## config.mk

```make
export PLATFORM = sky130hd
export DESIGN_NAME = hdpq_front
export DESIGN_NICKNAME = d
export VERILOG_FILES = /design/src/sv/hdpq_pkg.sv /design/src/sv/hdpq_front.sv
export SDC_FILE = /design/constraint.sdc
export NUM_CORES = 1
export LEC_CHECK = 0
export BUFFER_PORTS_ARGS = -buffer_cell sky130_fd_sc_hd__buf_2
export CORE_MARGIN = 4
export CORE_UTILIZATION = 35
export CTS_CLUSTER_DIAMETER = 150
export DETAILED_ROUTE_END_ITERATION = 6
export SYNTH_ARGS = -nofsm -noshare
export SYNTH_HDL_FRONTEND = slang
export SYNTH_SLANG_ARGS = --single-unit
```

## constraint.sdc

```tcl
create_clock -name clk -period 6.7 [get_ports clk]
set_clock_uncertainty 0.2 [all_clocks]
set_input_delay 1.34 -clock clk [delete_from_list [all_inputs] [get_ports clk]]
set_output_delay 1.34 -clock clk [all_outputs]
set_load 0.01 [all_outputs]
```

## src/sv/hdpq_pkg.sv

```systemverilog
`timescale 1ns / 1ps
package hdpq_pkg;

    typedef enum logic [1:0] {
        OP_LOAD   = 2'd0,
        OP_RETIRE = 2'd1,
        OP_TICK   = 2'd2,
        OP_PULL   = 2'd3
    } op_t;

    typedef enum logic [1:0] {
        ST_OK   = 2'd0,
        ST_SIZE = 2'd1,
        ST_FULL = 2'd2
    } status_t;

    localparam logic [1:0] CFG_FILTER  = 2'd0;
    localparam logic [1:0] CFG_LIMIT   = 2'd1;
    localparam logic [1:0] CFG_BLOCK   = 2'd2;
    localparam logic [1:0] CFG_LATENCY = 2'd3;

    typedef struct packed {
        logic [1:0]  operation;
        logic [63:0] pc_value;
        logic [63:0] hint_address;
        logic [12:0] hint_bytes;
    } in_item_t;

    typedef struct packed {
        logic [1:0]  status;
        logic        issue_valid;
        logic [63:0] issue_address;
        logic [12:0] issue_size;
        logic [63:0] issue_pc;
        logic [10:0] hints_matched;
        logic [15:0] segments_queued;
        logic [15:0] segments_skipped;
        logic [15:0] segments_dropped;
    } out_item_t;

    typedef struct packed {
        logic        filter;
        logic [5:0]  limit;
        logic [3:0]  shift;
        logic [7:0]  latency;
    } cfg_t;

endpackage

```

## src/sv/hdpq_front.sv

```systemverilog
`timescale 1ns / 1ps
module hdpq_front #(
    parameter int MAX_HINT_BYTES = 4096
) (
    input  logic               clk,
    input  logic               rst_n,
    input  logic               in_valid,
    output logic               in_ready,
    input  hdpq_pkg::in_item_t in_data,
    output logic               cmd_valid,
    input  logic               cmd_ready,
    output hdpq_pkg::in_item_t cmd_data,
    output logic [1:0]         cmd_bad
);
    import hdpq_pkg::*;

    // two-entry command queue with pre-classification of load size
    in_item_t   q_data_reg [2];
    logic [1:0] q_bad_reg [2];
    logic       q_wp_reg, q_rp_reg;
    logic [1:0] q_cnt_reg;
    logic [64:0] sum;
    logic        bad;
    logic        push, pop;

    assign sum = {1'b0, in_data.hint_address} + 65'(in_data.hint_bytes);
    assign bad = (in_data.hint_bytes == 13'd0) ||
                 (32'(in_data.hint_bytes) > 32'(MAX_HINT_BYTES)) || sum[64];
    assign in_ready = (q_cnt_reg != 2'd2);
    assign push = in_valid && in_ready;
    assign pop = cmd_valid && cmd_ready;
    assign cmd_valid = (q_cnt_reg != 2'd0);
    assign cmd_data = q_data_reg[q_rp_reg];
    assign cmd_bad = q_bad_reg[q_rp_reg];

    always_ff @(posedge clk)
    begin
        if (push)
        begin
            q_data_reg[q_wp_reg] <= in_data;
            q_bad_reg[q_wp_reg] <= bad ? ST_SIZE : ST_OK;
        end
    end

    always_ff @(posedge clk or negedge rst_n)
    begin
        if (!rst_n)
        begin
            q_wp_reg <= 1'b0;
            q_rp_reg <= 1'b0;
            q_cnt_reg <= 2'd0;
        end
        else
        begin
            if (push) q_wp_reg <= ~q_wp_reg;
            if (pop) q_rp_reg <= ~q_rp_reg;
            q_cnt_reg <= q_cnt_reg + 2'(push) - 2'(pop);
        end
    end
endmodule

```

# --- After elaboration in Yosys (flattened, before gate mapping) ---
# Memory sizes are Yosys's and may differ from the RTL's.
# Cells that the tools add are included.
classes:
  add_sub_neg: 3
  order_cmp: 1
  eq_ne: 1
  n_mux: 3
  bitwise: 2
  n_reduce_logical: 6
ops:
  columns: ["cell", "count"]
  rows:
  - ["$add A64 B13 Y65", 1]
  - ["$gt A13 B13 Y1 const B", 1]
  - ["$logic_not A13 Y1", 1]
  - ["$mux W1", 3]
  - ["$add A2 B1 Y2", 1]
  - ["$logic_and A1 B1 Y1", 2]
  - ["$logic_or A1 B1 Y1", 2]
  - ["$ne A2 B2 Y1 const B", 1]
  - ["$not A1 Y1", 2]
  - ["$reduce_bool A2 Y1", 1]
  - ["$sub A2 B1 Y2", 1]
totals:
  regBits: 4
  ram_bits: 288
  output_inout_bits: 147
  word_cells: 21
  n_memories: 2
memory_table:
  columns: ["memory", "depth", "width", "read_ports", "rd_clocked_by_memory_dff", "wr", "line", "rtl"]
  rows:
  - ["q_data_reg", 2, 143, 1, 0, 1, "hdpq_front.sv:18", "in_item_t q_data_reg [2];"]
  - ["q_bad_reg", 2, 1, 1, 0, 1, "hdpq_front.sv:19", "logic [1:0] q_bad_reg [2];"]

# --- Longest topological paths before layout ---
# Gate-level depths: netlist of the first run.
logic_depth:
  word_depth: 4
  depth_mapped: 7

# --- Least setup slack after synthesis of the first run ---
# OpenSTA, ideal clock, no wires.
synth_path:
  kind: "in2reg"
  from: "input in_valid"
  to: "memory q_bad_reg[0] (netlist bit) (enable)"
  setup_time_ps: 649
  arrival_ps: 7416
  t_required_ps: 5851
  setup_slack_ps: -1565
  path_stages: 2
  path_buffers: 0
  path_cell_list: "nand2_1 nor2_1"
synth_between:
  elab_chain_cells: 3
synth_lines:
  columns: ["element", "line", "rtl"]
  rows:
  - ["from (decl)", "hdpq_front.sv:7", "input logic in_valid,"]
  - ["$logic_and A1 B1 Y1", "hdpq_front.sv:30", "assign push = in_valid && in_ready;"]
  - ["$mux W1", "hdpq_front.sv:38", "if (push)"]
  - ["$mux W1", "hdpq_front.sv:41", "q_bad_reg[q_wp_reg] <= bad ? ST_SIZE : ST_OK;"]
  - ["to (decl)", "hdpq_front.sv:19", null]
# Every way passes these cells.

==> impl_metrics.csv, run 1 <==
group,metric,value,unit
place,placed_cells,1196,
critical_path,rr_startpoint,"q_cnt_reg[1]",
route,drc,0,
place,place.gp.congestion,0.7785,
critical_path,crit_chain,"buf_4 > mux2_2 > buf_2",
power_and_ir_drop,p_leak,5.167,nW
route,vias_per_cell,4.660,
final_layout,area_growth,27.24,%
critical_path,path_max_fanout,68,
power_and_ir_drop,ir_drop,0.2647,mV
min_path,min_path_cells,1,
clock_tree,cts_made_buffers,34,
critical_path,crit_start,"q_rp_reg",
clock_tree,worstSkewPairLatency,490,ps
clock_tree,cts_tree,"yes",
critical_path,reg2reg_to,"q_data_reg[0][110]",
die,die_h,184.9,um
grt,grt_overflow_total,0,
die,die_w,184.9,um
place,post-dp-hpwl,16.31,mm
final_layout,largest_reg_flops,286,
clock_tree,holdBufCountCts,0,
timing,fin_tns_setup,0,ps
route,drtPass1Iterations,4,
critical_path,start_kind,"register",
clock_tree,post-cts-setup-buffers,0,
final_layout,final_cell_count_no_fill,1258,
min_path,min-delay-start,"q_cnt_reg[1]",
die,rows,64,
critical_path,arrival,2800,ps
clock_tree,h-tree-depth,2,
synthesis,synth_area_per_cell,21.15,um^2
clock_tree,root_buffer,"clkbuf_16",
min_path,hold_path.class,"register to register",
final_layout,fill_cells,2746,
critical_path,worst-endpoint-required,5160,ps
synthesis,synth_nets,679,
power_and_ir_drop,powerDensity,431.4,nW/um^2
final_layout,drive_gt1_frac,0.5767,
synthesis,yosys_register_bits,292,
timing,post-route-min-period,4336,ps
clock_tree,clk_pin_slew,60,ps
critical_path,cp-end-kind,"output port",
grt,grt_pass1_wl,35.07,mm
timing,holdWs,297.8,ps
route,drtIter0Drc,280,
die,core,30750,um^2
timing,slew_headroom,0.2574,
route,detail-route-antenna-nets,0,
critical_path,cp_num_cells,3,
timing,rsz0062_at_grt,"no",
grt,grt_start_max_net_pins,75,
synthesis,netlist-cell-type-count,29,
status,outcome,"finished, final reports clean",
grt,antenna_found_initial,6,
synthesis,synth_cells,518,
timing,finalMaxSlewViolations,0,
clock_tree,postCtsResizedCells,0,
synthesis,syn_area,10960,um^2
critical_path,crit_type,"register to output port",
critical_path,reg2reg_slack,4080,ps
critical_path,critPathMaxStageDelay,1010,ps
grt,track_usage,0.1327,
grt,grt_pass1_vias,6214,
synthesis,ys_warn_count,0,
timing,finalSetupViolCount,0,
timing,min_period_over_period,0.6472,
timing,final_hold_viol_count,0,
place,port_buffers,292,
route,wl_per_cell,19.12,um
critical_path,rr_worst_depth,4,
job,drv_cap,0,
synthesis,ys_seq_area_frac,0.7984,
critical_path,critPathTopFamily,"flip-flops",
die,die_area,34200,um^2
route,routed_wl,24.05,mm
route,vias,5862,
clock_tree,clockBufferDepth,3,
min_path,min_to,"q_cnt_reg[1]",
die,ioPinCount,294,
timing,worst_pin_slew,1114,ps
die,initial_core_util,0.3564,
timing,max_freq,230.6,MHz
final_layout,nets,997,
clock_tree,clkSinkCount,292,
critical_path,worst_path_max_delay_cell,"dfrtp_4",
critical_path,crit_buf_inv,2,
==> worst max path at each step <==
stage,end,slack [ps]
after floorplan,q_bad_reg[0],870
after global placement,cmd_data[113],2850
after detailed placement,cmd_data[69],2870
after CTS,cmd_data[45],2320
after global routing,cmd_data[41],2220
final,cmd_data[50],2360
==> cell usage in the layout (no fill, tap or decap), drive strengths merged, types with 3 or more instances in the layout <==
master / n
dfrtp: 4
clkbuf: 46
buf: 299
nor4: 4
a21oi: 4
nand4: 13
clkinv: 11
nand3: 3
nand2: 4
nor2: 3
ha: 14
mux2: 144
edfxtp: 288
xnor2: 4
==> cell type report <==
cell class	count	area, um^2	area share
tap	396	495.5	0.03553
inverter	1	3.754	0.0002692
antenna	2	5.005	0.0003589
sequential	292	8752	0.6277
clock inverter	14	83.83	0.006012
multi-input combinational	208	2120	0.1520
clock buffer	46	969.7	0.06954
timing repair buffer	299	1514	0.1086
==> where the power goes <==
part           leakage, nW  switching, mW  internal (mW)
Clock                0.513          0.688           1.02
Sequential            2.72          0.168           2.50
Combinational         1.93          0.892          0.748
Total                 5.17           1.75           4.27
==> Yosys cell counts <==
| master | instances | area [um^2] |
|---|---|---|
| xor2_1 | 1 | 8.760 |
| o21ai_0 | 1 | 5.000 |
| nand2_1 | 3 | 11.26 |
| buf_2 | 10 | 50.05 |
| nor4_1 | 4 | 25.02 |
| and3_1 | 1 | 6.260 |
| dfrtp_1 | 4 | 100.1 |
| a41o_1 | 1 | 10.01 |
| ha_1 | 14 | 175.2 |
| nand2b_1 | 1 | 6.260 |
| a21oi_1 | 4 | 20.02 |
| xnor2_1 | 4 | 35.03 |
| nand2_2 | 1 | 6.260 |
| and2_1 | 1 | 6.260 |
| a211oi_1 | 1 | 7.510 |
| conb_1 | 1 | 3.750 |
| or4_1 | 1 | 7.510 |
| edfxtp_1 | 288 | 8648 |
| nor3_1 | 2 | 10.01 |
| buf_4 | 6 | 45.04 |
| inv_1 | 1 | 3.750 |
| nor2_1 | 3 | 11.26 |
| or2_2 | 1 | 6.260 |
| o31ai_1 | 1 | 7.510 |
| nand4_1 | 13 | 81.33 |
| clkbuf_1 | 1 | 3.750 |
| nand3_1 | 3 | 15.01 |
| a2111oi_1 | 2 | 20.02 |
| mux2_2 | 144 | 1622 |
==> routing by layer <==
metal  wire length (um)  global-route usage  vias to the layer above
li1                   -                   -                     2730
met1               9660              0.1612                     2857
met2              11580              0.2202                      210
met3               2089             0.04910                       57
met4                672             0.04463                        8
met5                 50                   0                        -
==> kinds of logic (layout without fill, tap and decap cells) <==
family                   count (synthesis)  after routing  synth area share
buffers and inverters                   18            360          0.009362
multiplexers                           144            144            0.1480
other                                    1              3         0.0003422
XOR/XNOR                                 5              5          0.003996
adder cells (fa/ha/maj)                 14             14           0.01599
flip-flops                             292            292            0.7984
AND/OR/NAND/NOR                         34             34           0.01759
AO/OA/AOI/OAI                           10             10          0.006394
==> metrics by stage <==
stage / total power, mW / instance area [um^2] / utilization / worst slack (ps)
floorplan: 3.742 / 10960 / - / 867.3
global placement: 4.376 / 12880 / 0.4190 / 2854
detailed placement: 4.392 / 12880 / 0.4190 / 2866
CTS: 6.134 / 13940 / 0.4533 / 2315
global route: 6.347 / 13940 / 0.4535 / 2218
finish: 6.015 / 13940 / 0.4535 / 2364
No activity file was read; power rests on OpenSTA's default activity.
==> inputs of run 2 (changes only) <==
clock period = 4.4 ns   (was 6.7 ns; I/O delays follow)
==> run 2 against run 1 <==
Against the previous run: total power is 51% higher; global-route usage is 0.58 points lower; utilization is 0.077 points lower; largest power group unchanged; flip-flop and latch count stayed put.
==> impl_metrics.csv, run 2 (same netlist as run 1, synthesis figures left out) <==
group,metric,value,unit
status,outcome,"finished, final reports clean",
timing,min_period_over_period,0.6972,
critical_path,rr_worst_depth,3,
power_and_ir_drop,power_frac_seq,0.431,
clock_tree,clk_pin_slew,60,ps
timing,max_freq,326.0,MHz
critical_path,path_max_fanout,77,
grt,grt_pass1_wl,34.02,mm
grt,grt_start_max_net_pins,79,
clock_tree,postCtsResizedCells,0,
clock_tree,cts_tree,"yes",
timing,finalSetupViolCount,0,
timing,fin_tns_setup,0,ps
power_and_ir_drop,ir_drop,0.4269,mV
final_layout,area_growth,27.03,%
critical_path,crit_type,"register to output port",
route,routed_wl,23.29,mm
clock_tree,worstSkewPairLatency,550,ps
die,die_area,34200,um^2
timing,rsz0062_at_grt,"no",
timing,post-route-min-period,3068,ps
timing,finalMaxSlewViolations,0,
grt,use_met2,0.2104,
grt,grt_overflow_total,0,
final_layout,most-common-layout-cells,"buf_2 (292), edfxtp_1 (288), mux2_2 (144)",
die,ioPinCount,294,
grt,met3_usage,0.04046,
power_and_ir_drop,comb_power_share,0.293,
die,die_w,184.9,um
timing,slew_headroom,0.3788,
clock_tree,post-cts-setup-buffers,0,
place,place.gp.congestion,0.7207,
grt,track_usage,0.1269,
grt,met1_usage,0.1617,
clock_tree,clockBufferDepth,3,
route,vias,5795,
final_layout,layout_commonest_cell,"buf_2",
die,die_h,184.9,um
min_path,min-delay-start,"q_cnt_reg[1]",
critical_path,reg2reg_to,"q_data_reg[1][127]",
final_layout,largest_reg_flops,286,
place,post-dp-hpwl,15.52,mm
min_path,min_to,"q_cnt_reg[1]",
min_path,hold_path.class,"register to register",
critical_path,cp-end-kind,"output port",
critical_path,rr_startpoint,"q_cnt_reg[1]",
power_and_ir_drop,p_clk_frac,0.276,
final_layout,nets,994,
die,initial_core_util,0.3564,
place,port_buffers,292,
route,drc,0,
clock_tree,root_buffer,"clkbuf_16",
critical_path,arrival,1990,ps
timing,holdWs,295.9,ps
power_and_ir_drop,power.internal,6.495,mW
critical_path,reg2reg_slack,2170,ps
min_path,min_path_cells,1,
route,wl_per_cell,18.61,um
final_layout,diodes,0,
grt,grt_most_used_layer,"met2",
timing,final_hold_viol_count,0,
clock_tree,cts_made_buffers,31,
power_and_ir_drop,power,9.108,mW
final_layout,fill_cells,2734,
final_layout,drive_gt1_frac,0.5708,
grt,antenna_found_initial,1,
power_and_ir_drop,p_leak,5.151,nW
grt,grt_pass1_vias,6032,
power_and_ir_drop,p_sw_frac,0.2869,
die,rows,64,
clock_tree,clkSinkCount,292,
power_and_ir_drop,powerDensity,654.3,nW/um^2
route,vias_per_cell,4.632,
route,detail-route-antenna-nets,0,
route,drtIter0Drc,288,
final_layout,final_cell_count_no_fill,1251,
clock_tree,h-tree-depth,1,
die,core,30750,um^2
place,place_area,12930,um^2
critical_path,worst-endpoint-required,3320,ps
timing,worst_pin_slew,931.9,ps
job,drv_cap,0,
final_layout,finalInstanceArea,13920,um^2
power_and_ir_drop,p_switching,2.613,mW
place,placed_cells,1195,
route,drtPass1Iterations,4,
critical_path,start_kind,"register",
## run 2: worst max path at each step
stage / from / endpoint / slack, ps / cells after the start
after floorplan: in_valid / q_bad_reg[0] / 630 / 2
after global placement: in_data[2] / q_bad_reg[0] / 1350 / 7
after detailed placement: in_data[2] / q_bad_reg[0] / 1320 / 7
after CTS: q_rp_reg / cmd_data[49] / 1270 / 3
after global routing: q_rp_reg / cmd_data[43] / 1240 / 3
final: q_rp_reg / cmd_data[42] / 1330 / 3
## run 2: power by group through the flow
stage	Clock [mW]	Sequential (mW)	Combinational, mW
after floorplan	0	3.98	1.67
after global placement	0	3.96	2.74
after detailed placement	0	3.99	2.73
after CTS	2.60	3.94	2.75
after global routing	2.72	3.98	2.89
final	2.51	3.93	2.67
## run 2: stage by stage
step                      setup WS [ps]    util
after floorplan                   634.9       -
after global placement             1352  0.4204
after detailed placement           1322  0.4204
after CTS                          1266  0.4527
after global routing               1240  0.4527
final                              1332  0.4527
## run 2: cell type report
class	count	area, um^2	area share
Sequential cell	292	8752	0.6288
Multi-Input combinational cell	208	2120	0.1523
Timing Repair Buffer	299	1567	0.1125
Clock buffer	39	805.8	0.05789
Tap cell	396	495.5	0.03560
Clock inverter	16	176.4	0.01267
Inverter	1	3.754	0.0002697
## run 2: what timing repair did
action | CTS | global route
endpoints found under the setup margin | 0 | 0
hold endpoints to repair | 4 | 0
hold buffers | 1 | 0
## run 2: worst max-delay path, cell delays in order, from the launching register on
cell,delay (ps)
dfrtp_4,440
buf_12,320
mux2_2,410
buf_2,150
## run 2: layer usage
metal  part of all wire  wire length (um)  up-vias
met5            0.00030                 7        -
met4              0.026               612        2
met3              0.084              1959       46
met2               0.48             11100      208
met1               0.41              9606     2821
li1                   -                 -     2718
==> inputs of run 3 (changes only) <==
ABC_AREA = 1   (was unset)
clock period = 2.8 ns   (was 4.4 ns; I/O delays follow)
==> run 3 against run 2 <==
Against the previous run: critical path depth increased by 2; sequential share of layout area fell by 1.5 points; highest routed layer unchanged; non-clock buffer count up 2; via count up 24%; largest power group unchanged; largest cell class unchanged.
==> impl_metrics.csv, run 3 <==
group,metric,value,unit
critical_path,crit_type,"register to output port",
timing,post-route-min-period,2571,ps
synthesis,synth_cells,862,
place,post-dp-hpwl,16.53,mm
clock_tree,h-tree-depth,2,
clock_tree,postCtsResizedCells,0,
critical_path,cp-end-kind,"output port",
synthesis,netlist-cell-type-count,21,
synthesis,yosysTopAreaCellShare,0.7764,
place,place.gp.congestion,0.7658,
route,vias,7171,
timing,finalMaxSlewViolations,0,
clock_tree,holdBufCountCts,1,
timing,holdWs,54.46,ps
clock_tree,clk_pin_slew,60,ps
timing,fin_tns_setup,0,ps
synthesis,synth_area_per_cell,12.92,um^2
route,drc,0,
timing,slew_headroom,0.6335,
synthesis,synth_nets,1023,
critical_path,cp_common_cell,"nand2_1",
final_layout,fill_cells,2848,
clock_tree,cts_made_buffers,34,
final_layout,drive_gt1_frac,0.2959,
critical_path,worst-endpoint-required,2040,ps
grt,grt_overflow_total,0,
clock_tree,cts_tree,"yes",
status,outcome,"finished, final reports clean",
critical_path,worst_path_max_delay_cell,"dfrtp_4",
die,die_area,34750,um^2
timing,min_period_over_period,0.9183,
grt,grt_start_max_net_pins,98,
grt,antenna_found_initial,4,
final_layout,area_growth,28.08,%
synthesis,synth_area_leaders,"edfxtp_1 (78%), nand2_1 (16%), ha_1 (1.6%), buf_2 (0.94%), dfrtp_1 (0.90%)",
timing,worst_pin_slew,549.8,ps
final_layout,nets,1328,
final_layout,layout_commonest_cell,"nand2_1",
power_and_ir_drop,powerDensity,1073,nW/um^2
grt,grt_pass1_wl,39.92,mm
critical_path,start_kind,"register",
critical_path,arrival,1810,ps
synthesis,synthFlopType,"edfxtp_1",
critical_path,crit_buf_inv,3,
timing,finalSetupViolCount,0,
grt,track_usage,0.1421,
die,ioPinCount,294,
die,core,31470,um^2
place,post-place-ws,738.0,ps
place,port_buffers,292,
synthesis,yosys_register_bits,292,
grt,grt_pass1_vias,7184,
power_and_ir_drop,p_leak,6.101,nW
final_layout,fin_util,0.4533,
final_layout,most-common-layout-cells,"nand2_1 (464), buf_2 (292), edfxtp_1 (288)",
min_path,min_path_cells,1,
route,detail-route-antenna-nets,0,
final_layout,largest_reg_flops,286,
route,drtPass1Iterations,6,
route,routed_wl,25.43,mm
critical_path,critPathMaxStageDelay,500,ps
clock_tree,clkSinkCount,292,
synthesis,ys_warn_count,0,
synthesis,synth_edf_count,288,
synthesis,synthTopCellsByCount,"nand2_1 (466), edfxtp_1 (288), buf_2 (21), nor2_1 (19), ha_1 (14)",
clock_tree,post-cts-setup-buffers,0,
route,wl_per_cell,15.93,um
timing,max_freq,388.9,MHz
power_and_ir_drop,ir_drop,0.6103,mV
die,die_w,186.4,um
timing,rsz0062_at_grt,"no",
critical_path,critPathTopFamily,"buffers and inverters",
critical_path,crit_chain,"inv_4 > buf_12 > nand2_1 > nand2_1 > buf_2",
critical_path,rr_worst_depth,5,
synthesis,yosys.area.top_type,"edfxtp_1",
die,die_h,186.4,um
job,drv_cap,0,
min_path,hold_path.class,"input port to register",
clock_tree,root_buffer,"clkbuf_16",
critical_path,cp_num_cells,5,
timing,final_hold_viol_count,0,
timing,setup_slack,228.7,ps
route,drtIter0Drc,358,
die,rows,65,
clock_tree,clockBufferDepth,3,
synthesis,ys_seq_area_frac,0.7854,
synthesis,synth.most_common_cell,"nand2_1",
clock_tree,worstSkewPairLatency,490,ps
synthesis,async_reset_ff_frac,0.01370,
critical_path,path_max_fanout,85,
synthesis,syn_area,11140,um^2
die,initial_core_util,0.3539,
route,vias_per_cell,4.493,
==> run 3: cell types whose count changed in the layout (fill, tap and decap cells not counted), moves of 5 or more <==
| cell | before | now |
|---|---|---|
| inv_1 | 1 | 11 |
| nor2_1 | 2 | 17 |
| nand2_1 | 3 | 464 |
| clkbuf_16 | 31 | 37 |
| nand4_1 | 13 | 8 |
| mux2_2 | 144 | 0 |
==> run 3: cells by family after synthesis <==
logic type               count (synthesis)  synth area share
XOR/XNOR                                 4          0.003146
AND/OR/NAND/NOR                        498            0.1704
adder cells (fa/ha/maj)                 14           0.01573
buffers and inverters                   44           0.02078
other                                    1         0.0003366
AO/OA/AOI/OAI                            9          0.004268
flip-flops                             292            0.7854
==> run 3: worst paths after layout <==
kind	startpoint	end	slack, ps
setup / recovery	q_rp_reg	cmd_data[139]	230
hold / removal	in_data[78]	q_data_reg[1][78]	50
setup reg to reg	q_cnt_reg[0]	q_data_reg[1][111]	1010
hold reg to reg	q_cnt_reg[0]	q_cnt_reg[0]	300
max in group asynchronous	rst_n	q_rp_reg	2030
min in group asynchronous	rst_n	q_cnt_reg[0]	230
==> run 3: worst reg2reg max path, cell delays in order, from the launching register on <==
cell	delay [ps]
dfrtp_1	340
inv_1	60
nand2_2	120
nand2_8	80
nor2_4	170
buf_12	350
==> run 3: final cells by class <==
type / count / area (um^2) / area share
Sequential cell: 292 / 8752 / 0.6134
Inverter: 12 / 47.55 / 0.003332
Clock inverter: 18 / 187.7 / 0.01315
Clock buffer: 44 / 962.2 / 0.06744
Multi-Input combinational cell: 526 / 2193 / 0.1537
Antenna cell: 1 / 2.502 / 0.0001754
Tap cell: 402 / 503.0 / 0.03525
Timing Repair Buffer: 301 / 1619 / 0.1135
==> run 3: where the power goes <==
group          leakage [nW]  total, mW  switching, mW  internal, mW
clock network         0.553       4.44           1.65          2.79
logic                  2.83       4.70           3.18          1.52
registers              2.72       6.18          0.215          5.96
==> run 3: through the flow <==
stage          power, mW  cells  area (um^2)
2_1_floorplan      9.019    862        11170
3_3_place_gp       11.07   1532        13110
3_5_place_dp       11.12   1532        13110
4_1_cts            15.62   1595        14260
5_1_grt            16.33   1596        14270
6_report           15.32   1596        14270
==> run 3: routing by layer <==
metal	part of all wire	GRT usage	up-vias
li1	-	-	3537
met1	0.43	0.1911	3333
met2	0.46	0.2217	256
met3	0.087	0.04807	39
met4	0.019	0.04124	6
met5	0.0014	0	-
